[src/rtl/core/ecdc_pkg.sv]
package ecdc_pkg;

	// Operation codes
	localparam logic [2:0] OP_REQUEST   = 3'd0;
	localparam logic [2:0] OP_MOVE      = 3'd1;
	localparam logic [2:0] OP_ARRIVE    = 3'd2;
	localparam logic [2:0] OP_OVERLOAD  = 3'd3;
	localparam logic [2:0] OP_EMERGENCY = 3'd4;
	localparam logic [2:0] OP_SET_MODE  = 3'd5;

	// Car modes
	localparam logic [2:0] MODE_STOP      = 3'd0;
	localparam logic [2:0] MODE_UP        = 3'd1;
	localparam logic [2:0] MODE_DOWN      = 3'd2;
	localparam logic [2:0] MODE_OPEN      = 3'd3;
	localparam logic [2:0] MODE_CLOSING   = 3'd4;
	localparam logic [2:0] MODE_OVERLOAD  = 3'd5;
	localparam logic [2:0] MODE_EMERGENCY = 3'd6;

	// Travel direction
	localparam logic [1:0] DIR_NONE = 2'd0;
	localparam logic [1:0] DIR_UP   = 2'd1;
	localparam logic [1:0] DIR_DOWN = 2'd2;

	// Error codes
	localparam logic [1:0] ERR_NONE  = 2'd0;
	localparam logic [1:0] ERR_EMPTY = 2'd1;
	localparam logic [1:0] ERR_FULL  = 2'd2;

	// Configuration register indexes
	localparam logic [1:0] CFG_MAX_WEIGHT  = 2'd0;
	localparam logic [1:0] CFG_START_FLOOR = 2'd1;
	localparam logic [1:0] CFG_START_MODE  = 2'd2;

	localparam int WEIGHT_W = 14;
	localparam int MODE_W   = 3;
	localparam int OP_W     = 3;
	localparam logic [WEIGHT_W-1:0] MAX_WEIGHT_RESET = 14'd1000;

	// Commands to the destination list
	typedef enum logic [1:0] {
		LK_INSERT,
		LK_REMOVE,
		LK_LOAD
	} list_kind_t;

	typedef struct packed {
		logic       start;
		list_kind_t kind;
		logic       desc;
	} list_cmd_t;

	typedef struct packed {
		logic busy;
		logic done;
	} list_stat_t;

endpackage

[src/rtl/core/elevator_car_destination_controller_core.sv]
// Elevator car controller with a sorted destination list.
// Input stream (s_*): one item per operation (request floor, move step, arrive,
// overload check, emergency, set mode). Output stream (m_*): exactly one
// status item per input item, in order.
// Config port: cfg_we/cfg_index/cfg_data write max_weight, start_floor and
// start_mode; floor and mode writes load the car state at once. Write only
// while the block is idle.
// Operations that do not touch the list go from accept straight to T_FIN and
// the output register. Arrive with removal, emergency and a floor request on
// a list that is not full wait in T_WAIT until the list sequencer is done. The
// insert walks the list down from the top, reading and shifting up each entry
// larger than the new floor through the single-port destination memory.
// s_tready is high only while no item is in work; one finished item may wait
// in the output register while the next one is accepted and processed. If
// m_tready stays low, the block finishes that next item and then holds it.
// Reset: empty list, floor 1, mode stop, direction none, max_weight 1000.
module elevator_car_destination_controller_core
	import ecdc_pkg::*;
#(
	parameter int DEST_DEPTH = 16,
	parameter int FLOOR_BITS = 8,
	localparam int CntW = $clog2(DEST_DEPTH + 1),
	localparam int CfgW = (FLOOR_BITS > WEIGHT_W) ? FLOOR_BITS : WEIGHT_W,
	localparam int InBits = OP_W + FLOOR_BITS + WEIGHT_W + MODE_W,
	localparam int InW = ((InBits + 7) / 8) * 8,
	localparam int OutBits = 2 * FLOOR_BITS + MODE_W + 7 + CntW,
	localparam int OutW = ((OutBits + 7) / 8) * 8
) (
	input  logic            clk,
	input  logic            arst_n,
	input  logic            cfg_we,
	input  logic [1:0]      cfg_index,
	input  logic [CfgW-1:0] cfg_data,
	input  logic            s_tvalid,
	output logic            s_tready,
	// operation, target_floor, load_weight, new_mode
	input  logic [InW-1:0]  s_tdata,
	output logic            m_tvalid,
	input  logic            m_tready,
	// floor, car_mode, travel_dir, at_destination, pending, overload, error,
	// head_floor, request_count
	output logic [OutW-1:0] m_tdata
);

	localparam logic [FLOOR_BITS-1:0] FloorReset = FLOOR_BITS'(1);

	typedef enum logic [1:0] {
		T_IDLE,
		T_WAIT,
		T_FIN
	} tstate_t;

	tstate_t               state_q;
	logic [WEIGHT_W-1:0]   max_weight_q;
	logic [FLOOR_BITS-1:0] floor_q;
	logic [MODE_W-1:0]     mode_q;
	logic [1:0]            dir_q;
	logic [1:0]            err_q;
	logic                  ovl_q;
	logic                  atd_q;
	logic                  atd_taken_q;
	logic                  out_valid_q;
	logic [OutBits-1:0]    out_data_q;

	logic [OP_W-1:0]       op_in;
	logic [FLOOR_BITS-1:0] tf_in;
	logic [WEIGHT_W-1:0]   load_in;
	logic [MODE_W-1:0]     nm_in;
	logic                  accept;

	list_cmd_t             list_cmd;
	list_stat_t            list_stat;
	logic [FLOOR_BITS-1:0] list_head;
	logic [CntW-1:0]       list_count;
	logic                  nonempty;
	logic                  full;
	logic                  tf_above;
	logic                  head_gt;
	logic                  head_ne;
	logic [FLOOR_BITS-1:0] floor_mv;
	logic                  arrive_mv;
	logic [FLOOR_BITS-1:0] head_out;
	logic                  atd_out;
	logic                  pend_out;

	// Input unpacking
	assign op_in = s_tdata[OP_W-1:0];
	assign tf_in = s_tdata[OP_W +: FLOOR_BITS];
	assign load_in = s_tdata[OP_W + FLOOR_BITS +: WEIGHT_W];
	assign nm_in = s_tdata[OP_W + FLOOR_BITS + WEIGHT_W +: MODE_W];

	assign s_tready = (state_q == T_IDLE);
	assign accept = s_tvalid && s_tready;

	assign nonempty = (list_count != '0);
	assign full = (list_count >= CntW'(DEST_DEPTH));
	assign tf_above = tf_in > floor_q;

	// Move step: one floor toward the head
	assign head_gt = list_head > floor_q;
	assign head_ne = list_head != floor_q;
	assign floor_mv = !head_ne ? floor_q
		: (head_gt ? floor_q + FLOOR_BITS'(1) : floor_q - FLOOR_BITS'(1));
	assign arrive_mv = (list_head == floor_mv);

	// List command issue
	always_comb begin
		list_cmd.start = 1'b0;
		list_cmd.kind = LK_INSERT;
		list_cmd.desc = !tf_above;
		if (accept) begin
			unique case (op_in)
				OP_REQUEST: list_cmd.start = !full;
				OP_ARRIVE: begin
					list_cmd.kind = LK_REMOVE;
					list_cmd.start = nonempty && !head_ne;
				end
				OP_EMERGENCY: begin
					list_cmd.kind = LK_LOAD;
					list_cmd.start = 1'b1;
				end
				default: ;
			endcase
		end
	end

	ecdc_list #(
		.DEST_DEPTH(DEST_DEPTH),
		.FLOOR_BITS(FLOOR_BITS)
	) u_list (
		.clk     (clk),
		.arst_n  (arst_n),
		.cmd     (list_cmd),
		.floor_in(tf_in),
		.stat    (list_stat),
		.head    (list_head),
		.count   (list_count)
	);

	// Status fields after the operation
	assign head_out = nonempty ? list_head : '0;
	assign atd_out = atd_taken_q ? atd_q : (nonempty && !head_ne);
	assign pend_out = nonempty && head_ne;

	// Operation control, car state and output register
	always_ff @(posedge clk or negedge arst_n) begin
		if (!arst_n) begin
			state_q <= T_IDLE;
			max_weight_q <= MAX_WEIGHT_RESET;
			floor_q <= FloorReset;
			mode_q <= MODE_STOP;
			dir_q <= DIR_NONE;
			err_q <= ERR_NONE;
			ovl_q <= 1'b0;
			atd_q <= 1'b0;
			atd_taken_q <= 1'b0;
			out_valid_q <= 1'b0;
			out_data_q <= '0;
		end else begin
			if (cfg_we) begin
				unique case (cfg_index)
					CFG_MAX_WEIGHT: max_weight_q <= cfg_data[WEIGHT_W-1:0];
					CFG_START_FLOOR: floor_q <= cfg_data[FLOOR_BITS-1:0];
					CFG_START_MODE: begin
						mode_q <= (cfg_data[MODE_W-1:0] == MODE_W'(7)) ? MODE_STOP
							: cfg_data[MODE_W-1:0];
					end
					default: ;
				endcase
			end

			// T_FIN either reloads the register or keeps it held
			if (out_valid_q && m_tready && state_q != T_FIN) begin
				out_valid_q <= 1'b0;
			end

			unique case (state_q)
				T_IDLE: begin
					if (accept) begin
						err_q <= ERR_NONE;
						ovl_q <= 1'b0;
						atd_q <= 1'b0;
						atd_taken_q <= 1'b0;
						state_q <= list_cmd.start ? T_WAIT : T_FIN;
						case (op_in)
							OP_REQUEST: begin
								if (full) begin
									err_q <= ERR_FULL;
								end else begin
									dir_q <= tf_above ? DIR_UP : DIR_DOWN;
								end
							end
							OP_MOVE: begin
								if (!nonempty) begin
									err_q <= ERR_EMPTY;
								end else begin
									floor_q <= floor_mv;
									if (head_ne) begin
										dir_q <= head_gt ? DIR_UP : DIR_DOWN;
									end
									if (mode_q != MODE_EMERGENCY) begin
										mode_q <= arrive_mv ? MODE_STOP
											: (head_gt ? MODE_UP : MODE_DOWN);
									end
								end
							end
							OP_ARRIVE: begin
								atd_taken_q <= 1'b1;
								atd_q <= nonempty && !head_ne;
								if (!nonempty) begin
									dir_q <= DIR_NONE;
								end
							end
							OP_OVERLOAD: begin
								if (load_in > max_weight_q) begin
									mode_q <= MODE_OVERLOAD;
									ovl_q <= 1'b1;
								end else begin
									mode_q <= MODE_OPEN;
								end
							end
							OP_EMERGENCY: mode_q <= MODE_EMERGENCY;
							OP_SET_MODE: begin
								if (nm_in != MODE_W'(7)) begin
									mode_q <= nm_in;
								end
							end
							default: ;
						endcase
					end
				end
				T_WAIT: begin
					if (list_stat.done) begin
						state_q <= T_FIN;
					end
				end
				T_FIN: begin
					if (!out_valid_q || m_tready) begin
						out_data_q <= {list_count, head_out, err_q, ovl_q, pend_out,
							atd_out, dir_q, mode_q, floor_q};
						out_valid_q <= 1'b1;
						state_q <= T_IDLE;
					end
				end
				default: state_q <= T_IDLE;
			endcase
		end
	end

	assign m_tvalid = out_valid_q;
	assign m_tdata = OutW'(out_data_q);

`ifndef SYNTHESIS
	a_accept_blocks: assert property (@(posedge clk) disable iff (!arst_n)
		(s_tvalid && s_tready) |=> !s_tready)
		else $error("item accepted while previous item still in work");

	a_list_idle: assert property (@(posedge clk) disable iff (!arst_n)
		s_tready |-> !list_stat.busy)
		else $error("destination list busy while input is ready");

	a_done_in_wait: assert property (@(posedge clk) disable iff (!arst_n)
		list_stat.done |-> (state_q == T_WAIT))
		else $error("list finished with no operation waiting");

	a_count_bound: assert property (@(posedge clk) disable iff (!arst_n)
		list_count <= CntW'(DEST_DEPTH))
		else $error("destination list count beyond depth");
`endif

endmodule

[src/rtl/core/ecdc_list.sv]
module ecdc_list
	import ecdc_pkg::*;
#(
	parameter int DEST_DEPTH = 16,
	parameter int FLOOR_BITS = 8,
	localparam int CntW = $clog2(DEST_DEPTH + 1)
) (
	input  logic                  clk,
	input  logic                  arst_n,
	input  list_cmd_t             cmd,
	input  logic [FLOOR_BITS-1:0] floor_in,
	output list_stat_t            stat,
	output logic [FLOOR_BITS-1:0] head,
	output logic [CntW-1:0]       count
);

	localparam int IdxW = (DEST_DEPTH > 1) ? $clog2(DEST_DEPTH) : 1;
	localparam int SumW = IdxW + 1;

	typedef enum logic [2:0] {
		L_IDLE,
		L_RD,
		L_CMP,
		L_PUT,
		L_FETCH,
		L_DONE
	} lstate_t;

	lstate_t               state_q;
	logic [IdxW-1:0]       base_q;
	logic [CntW-1:0]       cnt_q;
	logic [CntW-1:0]       k_q;
	logic                  desc_q;
	logic [FLOOR_BITS-1:0] f_q;
	logic [FLOOR_BITS-1:0] rd_q;
	logic [FLOOR_BITS-1:0] mem [DEST_DEPTH];

	logic [IdxW-1:0]       k_sel;
	logic [SumW-1:0]       addr_sum;
	logic [IdxW-1:0]       addr;
	logic                  mem_we;
	logic                  mem_re;
	logic [FLOOR_BITS-1:0] mem_wdata;
	logic                  gt;
	logic [IdxW-1:0]       base_inc;

	// Entries are kept ascending in a ring starting at base_q; desc_q only
	// selects which end is the head.
	assign gt = rd_q > f_q;
	assign base_inc = (base_q == IdxW'(DEST_DEPTH - 1)) ? '0 : base_q + IdxW'(1);

	// Shared ring address adder
	assign addr_sum = {1'b0, base_q} + {1'b0, k_sel};
	assign addr = (addr_sum >= SumW'(DEST_DEPTH)) ? IdxW'(addr_sum - SumW'(DEST_DEPTH))
		: addr_sum[IdxW-1:0];

	// Memory access per step
	always_comb begin
		k_sel = '0;
		mem_we = 1'b0;
		mem_re = 1'b0;
		mem_wdata = f_q;
		unique case (state_q)
			L_RD: begin
				k_sel = IdxW'(k_q - CntW'(1));
				mem_re = 1'b1;
			end
			L_CMP: begin
				k_sel = IdxW'(k_q);
				mem_we = 1'b1;
				mem_wdata = gt ? rd_q : f_q;
			end
			L_PUT: begin
				mem_we = 1'b1;
			end
			L_FETCH: begin
				k_sel = (desc_q && cnt_q != '0) ? IdxW'(cnt_q - CntW'(1)) : '0;
				mem_re = 1'b1;
			end
			default: ;
		endcase
	end

	// Destination memory, registered read
	always_ff @(posedge clk) begin
		if (mem_we) begin
			mem[addr] <= mem_wdata;
		end
		if (mem_re) begin
			rd_q <= mem[addr];
		end
	end

	// Sequencer: insert walks down from the top, shifting larger entries up
	always_ff @(posedge clk or negedge arst_n) begin
		if (!arst_n) begin
			state_q <= L_IDLE;
			base_q <= '0;
			cnt_q <= '0;
			k_q <= '0;
			desc_q <= 1'b0;
			f_q <= '0;
		end else begin
			unique case (state_q)
				L_IDLE: begin
					if (cmd.start) begin
						f_q <= floor_in;
						unique case (cmd.kind)
							LK_INSERT: begin
								desc_q <= cmd.desc;
								k_q <= cnt_q;
								cnt_q <= cnt_q + CntW'(1);
								state_q <= (cnt_q == '0) ? L_PUT : L_RD;
							end
							LK_REMOVE: begin
								cnt_q <= cnt_q - CntW'(1);
								if (!desc_q) begin
									base_q <= base_inc;
								end
								state_q <= L_FETCH;
							end
							LK_LOAD: begin
								base_q <= '0;
								cnt_q <= CntW'(1);
								state_q <= L_PUT;
							end
							default: state_q <= L_IDLE;
						endcase
					end
				end
				L_RD: state_q <= L_CMP;
				L_CMP: begin
					if (gt) begin
						k_q <= k_q - CntW'(1);
						state_q <= (k_q == CntW'(1)) ? L_PUT : L_RD;
					end else begin
						state_q <= L_FETCH;
					end
				end
				L_PUT: state_q <= L_FETCH;
				L_FETCH: state_q <= L_DONE;
				L_DONE: state_q <= L_IDLE;
				default: state_q <= L_IDLE;
			endcase
		end
	end

	assign stat.busy = (state_q != L_IDLE);
	assign stat.done = (state_q == L_DONE);
	assign head = rd_q;
	assign count = cnt_q;

endmodule

[config.mk]
export PLATFORM = sky130hd
export DESIGN_NAME = elevator_car_destination_controller_core
export DESIGN_NICKNAME = d
export VERILOG_FILES = /design/src/rtl/core/ecdc_pkg.sv /design/src/rtl/core/elevator_car_destination_controller_core.sv /design/src/rtl/core/ecdc_list.sv
export SDC_FILE = /design/constraint.sdc
export NUM_CORES = 1
export LEC_CHECK = 0
export ABC_AREA = 1
export BUFFER_PORTS_ARGS = -buffer_cell sky130_fd_sc_hd__buf_4
export CORE_ASPECT_RATIO = 1.2
export CORE_MARGIN = 8
export CORE_UTILIZATION = 64
export CTS_CLUSTER_DIAMETER = 30
export DETAILED_ROUTE_END_ITERATION = 12
export PLACE_DENSITY = 0.94
export SYNTH_ARGS = -nofsm -noshare
export SYNTH_HDL_FRONTEND = slang
export SYNTH_SLANG_ARGS = --single-unit
[constraint.sdc]
create_clock -name clk -period 7.7 [get_ports clk]
set_input_delay 0.77 -clock clk [delete_from_list [all_inputs] [get_ports clk]]
set_output_delay 0.77 -clock clk [all_outputs]
set_load 0.03 [all_outputs]
Word level (Yosys, flattened, before mapping)
Memory sizes are Yosys's and may differ from the RTL's. A register that Yosys moved wholly into a read port is not among the register bits.
Index checks and enable logic that the tools add are counted.
{"block": "totals", "reg_bits": 92, "mem_bits_rw": 128, "input_bits": 53, "out_inout_bits": 34, "wordCells": 171, "mem_count": 1}
{"memory": "u_list.mem", "depth": 16, "width": 8, "rd": 1, "rd_clocked_by_memory_dff": 1, "write_ports": 1, "line": "ecdc_list.sv:36", "rtl": "logic [FLOOR_BITS-1:0] mem [DEST_DEPTH];"}
{"block": "classes", "add_sub_neg": 8, "n_lt_le_gt_ge": 6, "eq_ne": 35, "muxes": 70, "reduce_logical": 34}
{"op": "two-way mux 8 bit", "n": 11}
{"op": "two-way mux 3 bit", "n": 12}
{"op": "two-way mux 2 bit", "n": 15}
{"op": "> comparator 8 bit", "n": 3}
{"op": "!= test 2 bit, second input constant", "n": 10}
{"op": "two-way mux 4 bit", "n": 4}
{"op": "== test 3 bit, second input constant", "n": 5}
{"op": "two-way mux 5 bit", "n": 3}
{"op": "case mux 3 bit (5 select lines)", "n": 1}
{"op": "case mux 5 bit (3 select lines)", "n": 1}
{"op": "> comparator 14 bit", "n": 1}
{"op": "two-way mux 1 bit", "n": 13}
{"op": "== test 3 x 2 -> 1 bit, second input constant", "n": 4}
{"op": "case mux 2 bit (3 select lines)", "n": 2}
{"op": "case mux 3 bit (4 select lines)", "n": 1}
{"op": "case mux 4 bit (3 select lines)", "n": 1}
{"op": ">= comparator 5 bit, second input constant", "n": 2}
{"op": "case mux 5 bit (2 select lines)", "n": 1}
{"op": "subtractor 5 x 1 -> 5 bit, second input constant", "n": 2}
{"op": "case mux 3 bit (3 select lines)", "n": 1}
{"op": "AND reduction 3 bit", "n": 3}
{"op": "adder 8 x 1 -> 8 bit, second input constant", "n": 1}
{"op": "== test 8 bit", "n": 1}
{"op": "!= test 8 bit", "n": 1}
{"op": "28 further kinds", "n": 54}

Depth between registers and ports, before layout
{"block": "depth", "ltp_word": 10, "mapped_depth": 25, "mapped_depth_nobuf": 25}

Hierarchy
A second synthesis with hierarchy kept.
{"block": "unflattened", "hier_cells": 1234, "area_unflattened_um2": 11695.0}
{"module": "ecdc_list", "instances": 1, "cells_each": 672, "area_per_inst_um2": 7444.6, "seq_area_each_um2": 4734.5}
{"module": "elevator_car_destination_controller_core", "instances": 1, "cells_each": 562, "area_per_inst_um2": 4250.3, "seq_area_each_um2": 1660.3}

Least setup slack after synthesis
OpenSTA, ideal clock, no wires.
{"block": "synth_timing", "kind": "register to register", "start": "reg u_list.cnt_q[0] (netlist: u_list.count[0])", "end": "mem u_list.mem[0][0] (enable)", "setup_time_ns": 0.370, "arrival_ns": 3.226, "t_required_ns": 7.330, "setup_slack_ns": 4.104, "stages_incl_launch_ff": 15, "path_buffers": 2, "period_less_slack_ns": 3.596, "cell_sequence": "dfrtp_1 inv_1 ha_1 nand3_4 clkinv_4 nor2_2 nand2_1 o211ai_1 ha_1 fa_1 nor2_1 clkbuf_1 clkbuf_1 nand2_1 nor2_1"}
{"block": "synth_via", "elab_chain_len": 7, "elab_cells_between_ends": 9, "cone_classes": "add/sub (3); order compare (1); mux (3); reduce/logical (2)"}
{"element": "start, declared", "line": "ecdc_list.sv:31", "rtl": "logic [CntW-1:0] cnt_q;"}
{"element": "start signal, assigned", "line": "ecdc_list.sv:112", "rtl": "cnt_q <= cnt_q + CntW'(1);"}
{"element": "start signal, assigned", "line": "ecdc_list.sv:116", "rtl": "cnt_q <= cnt_q - CntW'(1);"}
{"element": "start signal, assigned", "line": "ecdc_list.sv:124", "rtl": "cnt_q <= CntW'(1);"}
{"element": "parallel branches: the longest is 2 deep, another holds subtractor 5 x 1 -> 5 bit"}
{"element": "two-way mux 4 bit *", "line": "ecdc_list.sv:77", "rtl": "k_sel = (desc_q && cnt_q != '0) ? IdxW'(cnt_q - CntW'(1)) : '0;"}
{"element": "case mux 4 bit (3 select lines) *", "line": "ecdc_list.sv:63", "rtl": "unique case (state_q)"}
{"element": "adder 4 x 4 -> 5 bit *", "line": "ecdc_list.sv:53", "rtl": "assign addr_sum = {1'b0, base_q} + {1'b0, k_sel};"}
{"element": "subtractor 4 x 1 -> 4 bit / >= comparator 5 bit (equally long branches)", "line": "ecdc_list.sv:54", "rtl": "assign addr = (addr_sum >= SumW'(DEST_DEPTH)) ? IdxW'(addr_sum - SumW'(DEST_DEPTH))"}
{"element": "two-way mux 4 bit *", "line": "ecdc_list.sv:54"}
{"element": "end, declared", "line": "ecdc_list.sv:36"}
Mark *: on every way between the ends.

Worst setup path after layout
{"block": "layout_timing", "start": "reg u_list.state_q[2]", "end": "mem u_list.mem[9][4] (enable)"}
{"block": "layout_via", "elab_chain_len": 5, "elab_cells_between_ends": 13, "cone_classes": "add/sub (2); order compare (1); eq/ne (4); mux (5); reduce/logical (1)"}
{"element": "start, declared", "line": "ecdc_list.sv:29", "rtl": "lstate_t state_q;"}
{"element": "start signal, assigned", "line": "ecdc_list.sv:113", "rtl": "state_q <= (cnt_q == '0) ? L_PUT : L_RD;"}
{"element": "start signal, assigned", "line": "ecdc_list.sv:135", "rtl": "state_q <= (k_q == CntW'(1)) ? L_PUT : L_RD;"}
{"element": "== test 3 bit, or another cell as far along", "line": "ecdc_list.sv:63"}
{"element": "case mux 4 bit (3 select lines) / OR reduction 2 bit (equally long branches)"}
{"element": "adder 4 x 4 -> 5 bit / two-way mux 1 bit (equally long branches)", "line": "ecdc_list.sv:53, ecdc_list.sv:63"}
{"element": "subtractor 4 x 1 -> 4 bit, or another cell as far along", "line": "ecdc_list.sv:54"}
{"element": "two-way mux 4 bit / two-way mux 1 bit (equally long branches)", "line": "ecdc_list.sv:54, ecdc_list.sv:87"}
Several ways; a longest one is shown, not always the timed one.

==> metrics.md <==
| Metric | Value |
|---|---|
| Die height | `160.6 µm` |
| Sw Pwr | `790.4 µW` |
| Final min period | `4.525 ns` |
| Via count | `8992` |
| Crit-path most repeated cell | `inv_1` |
| Post-synth top area share | `0.3661` |
| TritonCTS clock tree | `built` |
| Outcome | `finished clean` |
| Combinational fraction of design power | `0.090` |
| Number of diodes | `0` |
| DRT Pass-1 Iters | `8` |
| Fillers | `1040` |
| Fmax | `0.2210 GHz` |
| Post-Synthesis Net Count | `1229` |
| Final Cycle Share | `0.5876` |
| # DRC | `0` |
| Layout area overhead | `18.38%` |
| CTS resizes | `0` |
| Clk_skew | `0.01593 ns` |
| CP Data Required Time | `7.83 ns` |
| Util after Layout | `0.7630` |
| Overflow after GRT | `0` |
| Maxcap violations | `0` |
| Crit path DAT | `4.65 ns` |
| Num rows | `53` |
| Mean Syn Cell Area | `9.987 µm²` |
| WL final | `28490 µm` |
| CTS Buf Count | `35` |
| Clk pwr share | `0.493` |
| Ports | `87` |
| Number of port buffers | `81` |
| Switch share | `0.2484` |
| Top cells by area, synth | `edfxtp_1 37%, dfrtp_1 19%, nand2_1 7.9%` |
| Initial antenna violation count | `0` |
| Die Wd | `136.5 µm` |
| Vias per cell | `6.125` |
| Clk Latency, worst-skew pair | `0.50 ns` |
| Rel. slew slack | `0.2575` |
| WS Path Type | `register to register` |
| Synth Instances | `1117` |
| Slowest cell on the critical path | `inv_1` |
| Pwr/cell area | `240.9 nW/µm²` |
| Distinct cells, synth | `54` |
| Post-synthesis sequential area ratio | `0.5732` |
| Die ar. | `21930 µm²` |
| Placed cell areas | `12040 µm²` |
| DP HPWL | `18810 µm` |
| Leak | `0.006013 µW` |
| P_int | `2391 µW` |
| Multi-input logic area | `4159 µm²` |
| Cell taking the most area after synthesis | `edfxtp_1` |
| Worst IR drop on VDD | `198.7 µV` |
| Number of synthesized flops with an enable pin | `136` |
| Post-Route Setup TNS | `0 ns` |
| Fin nets | `1335` |
| Post-route cell area | `13210 µm²` |
| Core Footprint | `17310 µm²` |
| Largest net degree at the start of global routing | `77` |
| Post-Syn Area | `11160 µm²` |
| First-pass GRT wire length | `45130 µm` |
| Pre-CTS setup slack | `3.348 ns` |
| Worst slew pin tran | `1.112 ns` |
| Clock Pin Slew Worst Setup and Hold Paths | `0.05 ns` |
| Share of cells above drive strength 1 | `0.1563` |
| Startpoint types | `register` |
| H-tree depth | `2` |
| All-Layer GR Usage | `0.2595` |
| Crit end category | `register` |
| First-iteration detailed-routing DRC count | `937` |
| Detail Route Antenna Nets | `0` |
| Routability-driven placement congestion ratio | `0.9476` |
| Seq cells post-synth | `228` |
| RSZ-0062 raised after global routing | `no` |
| Starting density of the core | `0.6445` |
| Number of global-route vias before repair | `8989` |
| CP Max Fanout | `33` |
| Slack of the critical path | `3.175 ns` |
| Hold_buf cts | `0` |
| Post-CTS setup buffers | `0` |
| Sequential cell area | `6395 µm²` |
| CTS root buffer | `clkbuf_16` |
| Slowest stage delay, CP | `0.79 ns` |
| Leading register cell type out of synthesis | `edfxtp_1` |
| Crit path cell chain | `nor3_1, inv_1, o211ai_1, ha_1, fa_1, inv_1, nand2_1, inv_1, nand2_1, nor2_1` |
| CTS sink cnt | `228` |
| Slew Limit Fails | `0` |
| CTS max path bufs | `3` |
| Hold Violations, Final | `0` |
| Yosys warnings | `0` |
| Async S/R FF share, synth | `0.4035` |
| Setup Viol. Count Final | `0` |
| Hold/Removal Path Class | `primary input to async pin` |
| Reg power frac | `0.417` |
| WL/cell | `19.41 µm` |
| Tot Pwr | `3181 µW` |
## critical path, delay by kind of cell, from the launching register on
| kind | cells | cell delay, ns |
|---|---|---|
| adders and majority gates | 2 | 0.70 |
| DFF | 1 | 0.45 |
| AOI/OAI and AO/OA | 1 | 0.27 |
| buffers and inverters | 3 | 1.09 |
| and+or+nand+nor | 4 | 1.61 |
## state kept, by name, indices dropped and copies added (netlist names), 3 cells and up
name            flops
u_list.mem        128
out_data_q         31
max_weight_q       14
floor_q             8
u_list.f_q          8
u_list.head         8
u_list.count        5
u_list.k_q          5
u_list.base_q       4
mode_q              3
u_list.state_q      3
## through the flow
step           hold slack, ns  instances
2_1_floorplan          0.4422       1117
3_3_place_gp           0.4549       1406
3_5_place_dp           0.4710       1406
4_1_cts                0.1174       1468
5_1_grt                0.1245       1468
6_report               0.1272       1468
## cells by family (layout without fill, tap and decap cells)
| family | after synthesis | after routing | share of synthesized area |
|---|---|---|---|
| AO/OA/AOI/OAI | 246 | 246 | 0.1366 |
| flip-flops | 228 | 228 | 0.5732 |
| multiplexers | 1 | 1 | 0.001009 |
| AND/OR/NAND/NOR | 415 | 415 | 0.1590 |
| XOR/XNOR | 10 | 10 | 0.007852 |
| other | 1 | 1 | 0.0003362 |
| buffers and inverters | 157 | 288 | 0.05440 |
| adder cells (fa/ha/maj) | 59 | 59 | 0.06752 |
## synth_stat cells (4+ instances only)
master,instances
nand2_2,5
nand4_1,6
inv_2,4
a221oi_1,12
o211ai_1,13
nor2_1,87
o21ai_0,93
inv_1,126
clkbuf_1,22
xor2_1,7
a22oi_1,32
nor3_1,8
nand2_1,236
dfrtp_1,85
a22o_1,12
nand3_1,55
dfstp_2,7
edfxtp_1,136
o31ai_1,5
nor2_4,6
ha_1,57
a31oi_1,6
a21oi_1,51
## routing by layer
metal	part of all wire	GRT usage	wire, µm
met4	0.047	0.1356	1343
met3	0.090	0.05125	2575
met1	0.36	0.2936	10160
met5	0	0	0
met2	0.51	0.4505	14410
## path summary, 6_finish.rpt
check	startpoint	to	slack, ns	cells past startpoint
max	u_list.state_q[2]	u_list.mem[9][4]	3.18	10
max reg2reg	u_list.state_q[2]	u_list.mem[9][4]	3.18	10
max in group asynchronous	arst_n	floor_q[4]	6.33	2
min reg2reg	max_weight_q[8]	max_weight_q[8]	0.49	2
min in group clk	max_weight_q[8]	max_weight_q[8]	0.49	2
min	arst_n	u_list.base_q[0]	0.13	1
## placed cells by master, fill, tap and decap left out, types with 4 or more instances in the layout
cell type	instances
o21ai_0	93
a22o_1	12
inv_1	126
dfrtp_1	85
nor2_4	6
xor2_1	7
nand3_1	55
clkinvlp_4	7
edfxtp_1	136
clkbuf_16	35
a21oi_1	51
ha_1	57
a31oi_1	6
nand2_2	5
dfstp_2	7
nor3_1	8
inv_2	4
o211ai_1	13
o31ai_1	5
buf_4	94
nand4_1	6
a22oi_1	32
inv_6	9
nor2_1	85
nand2_1	236
clkinv_4	4
a221oi_1	12
## power by group through the flow
| stage | logic, µW | registers [µW] | clock network [µW] |
|---|---|---|---|
| after floorplan | 191 | 1340 | 0 |
| after global placement | 258 | 1350 | 0 |
| after detailed placement | 275 | 1350 | 0 |
| after CTS | 283 | 1330 | 1570 |
| after global routing | 326 | 1330 | 1630 |
| final | 288 | 1330 | 1570 |
## layout make-up
cell class                 count  share of cell area
inverter                     132             0.03790
sequential                   228              0.4842
multi-input combinational    732              0.3149
clock buffer                  38             0.06869
clock inverter                24             0.01999
tap                          220             0.02084
timing repair buffer          94             0.05343
(Power assumes the default switching activity.)
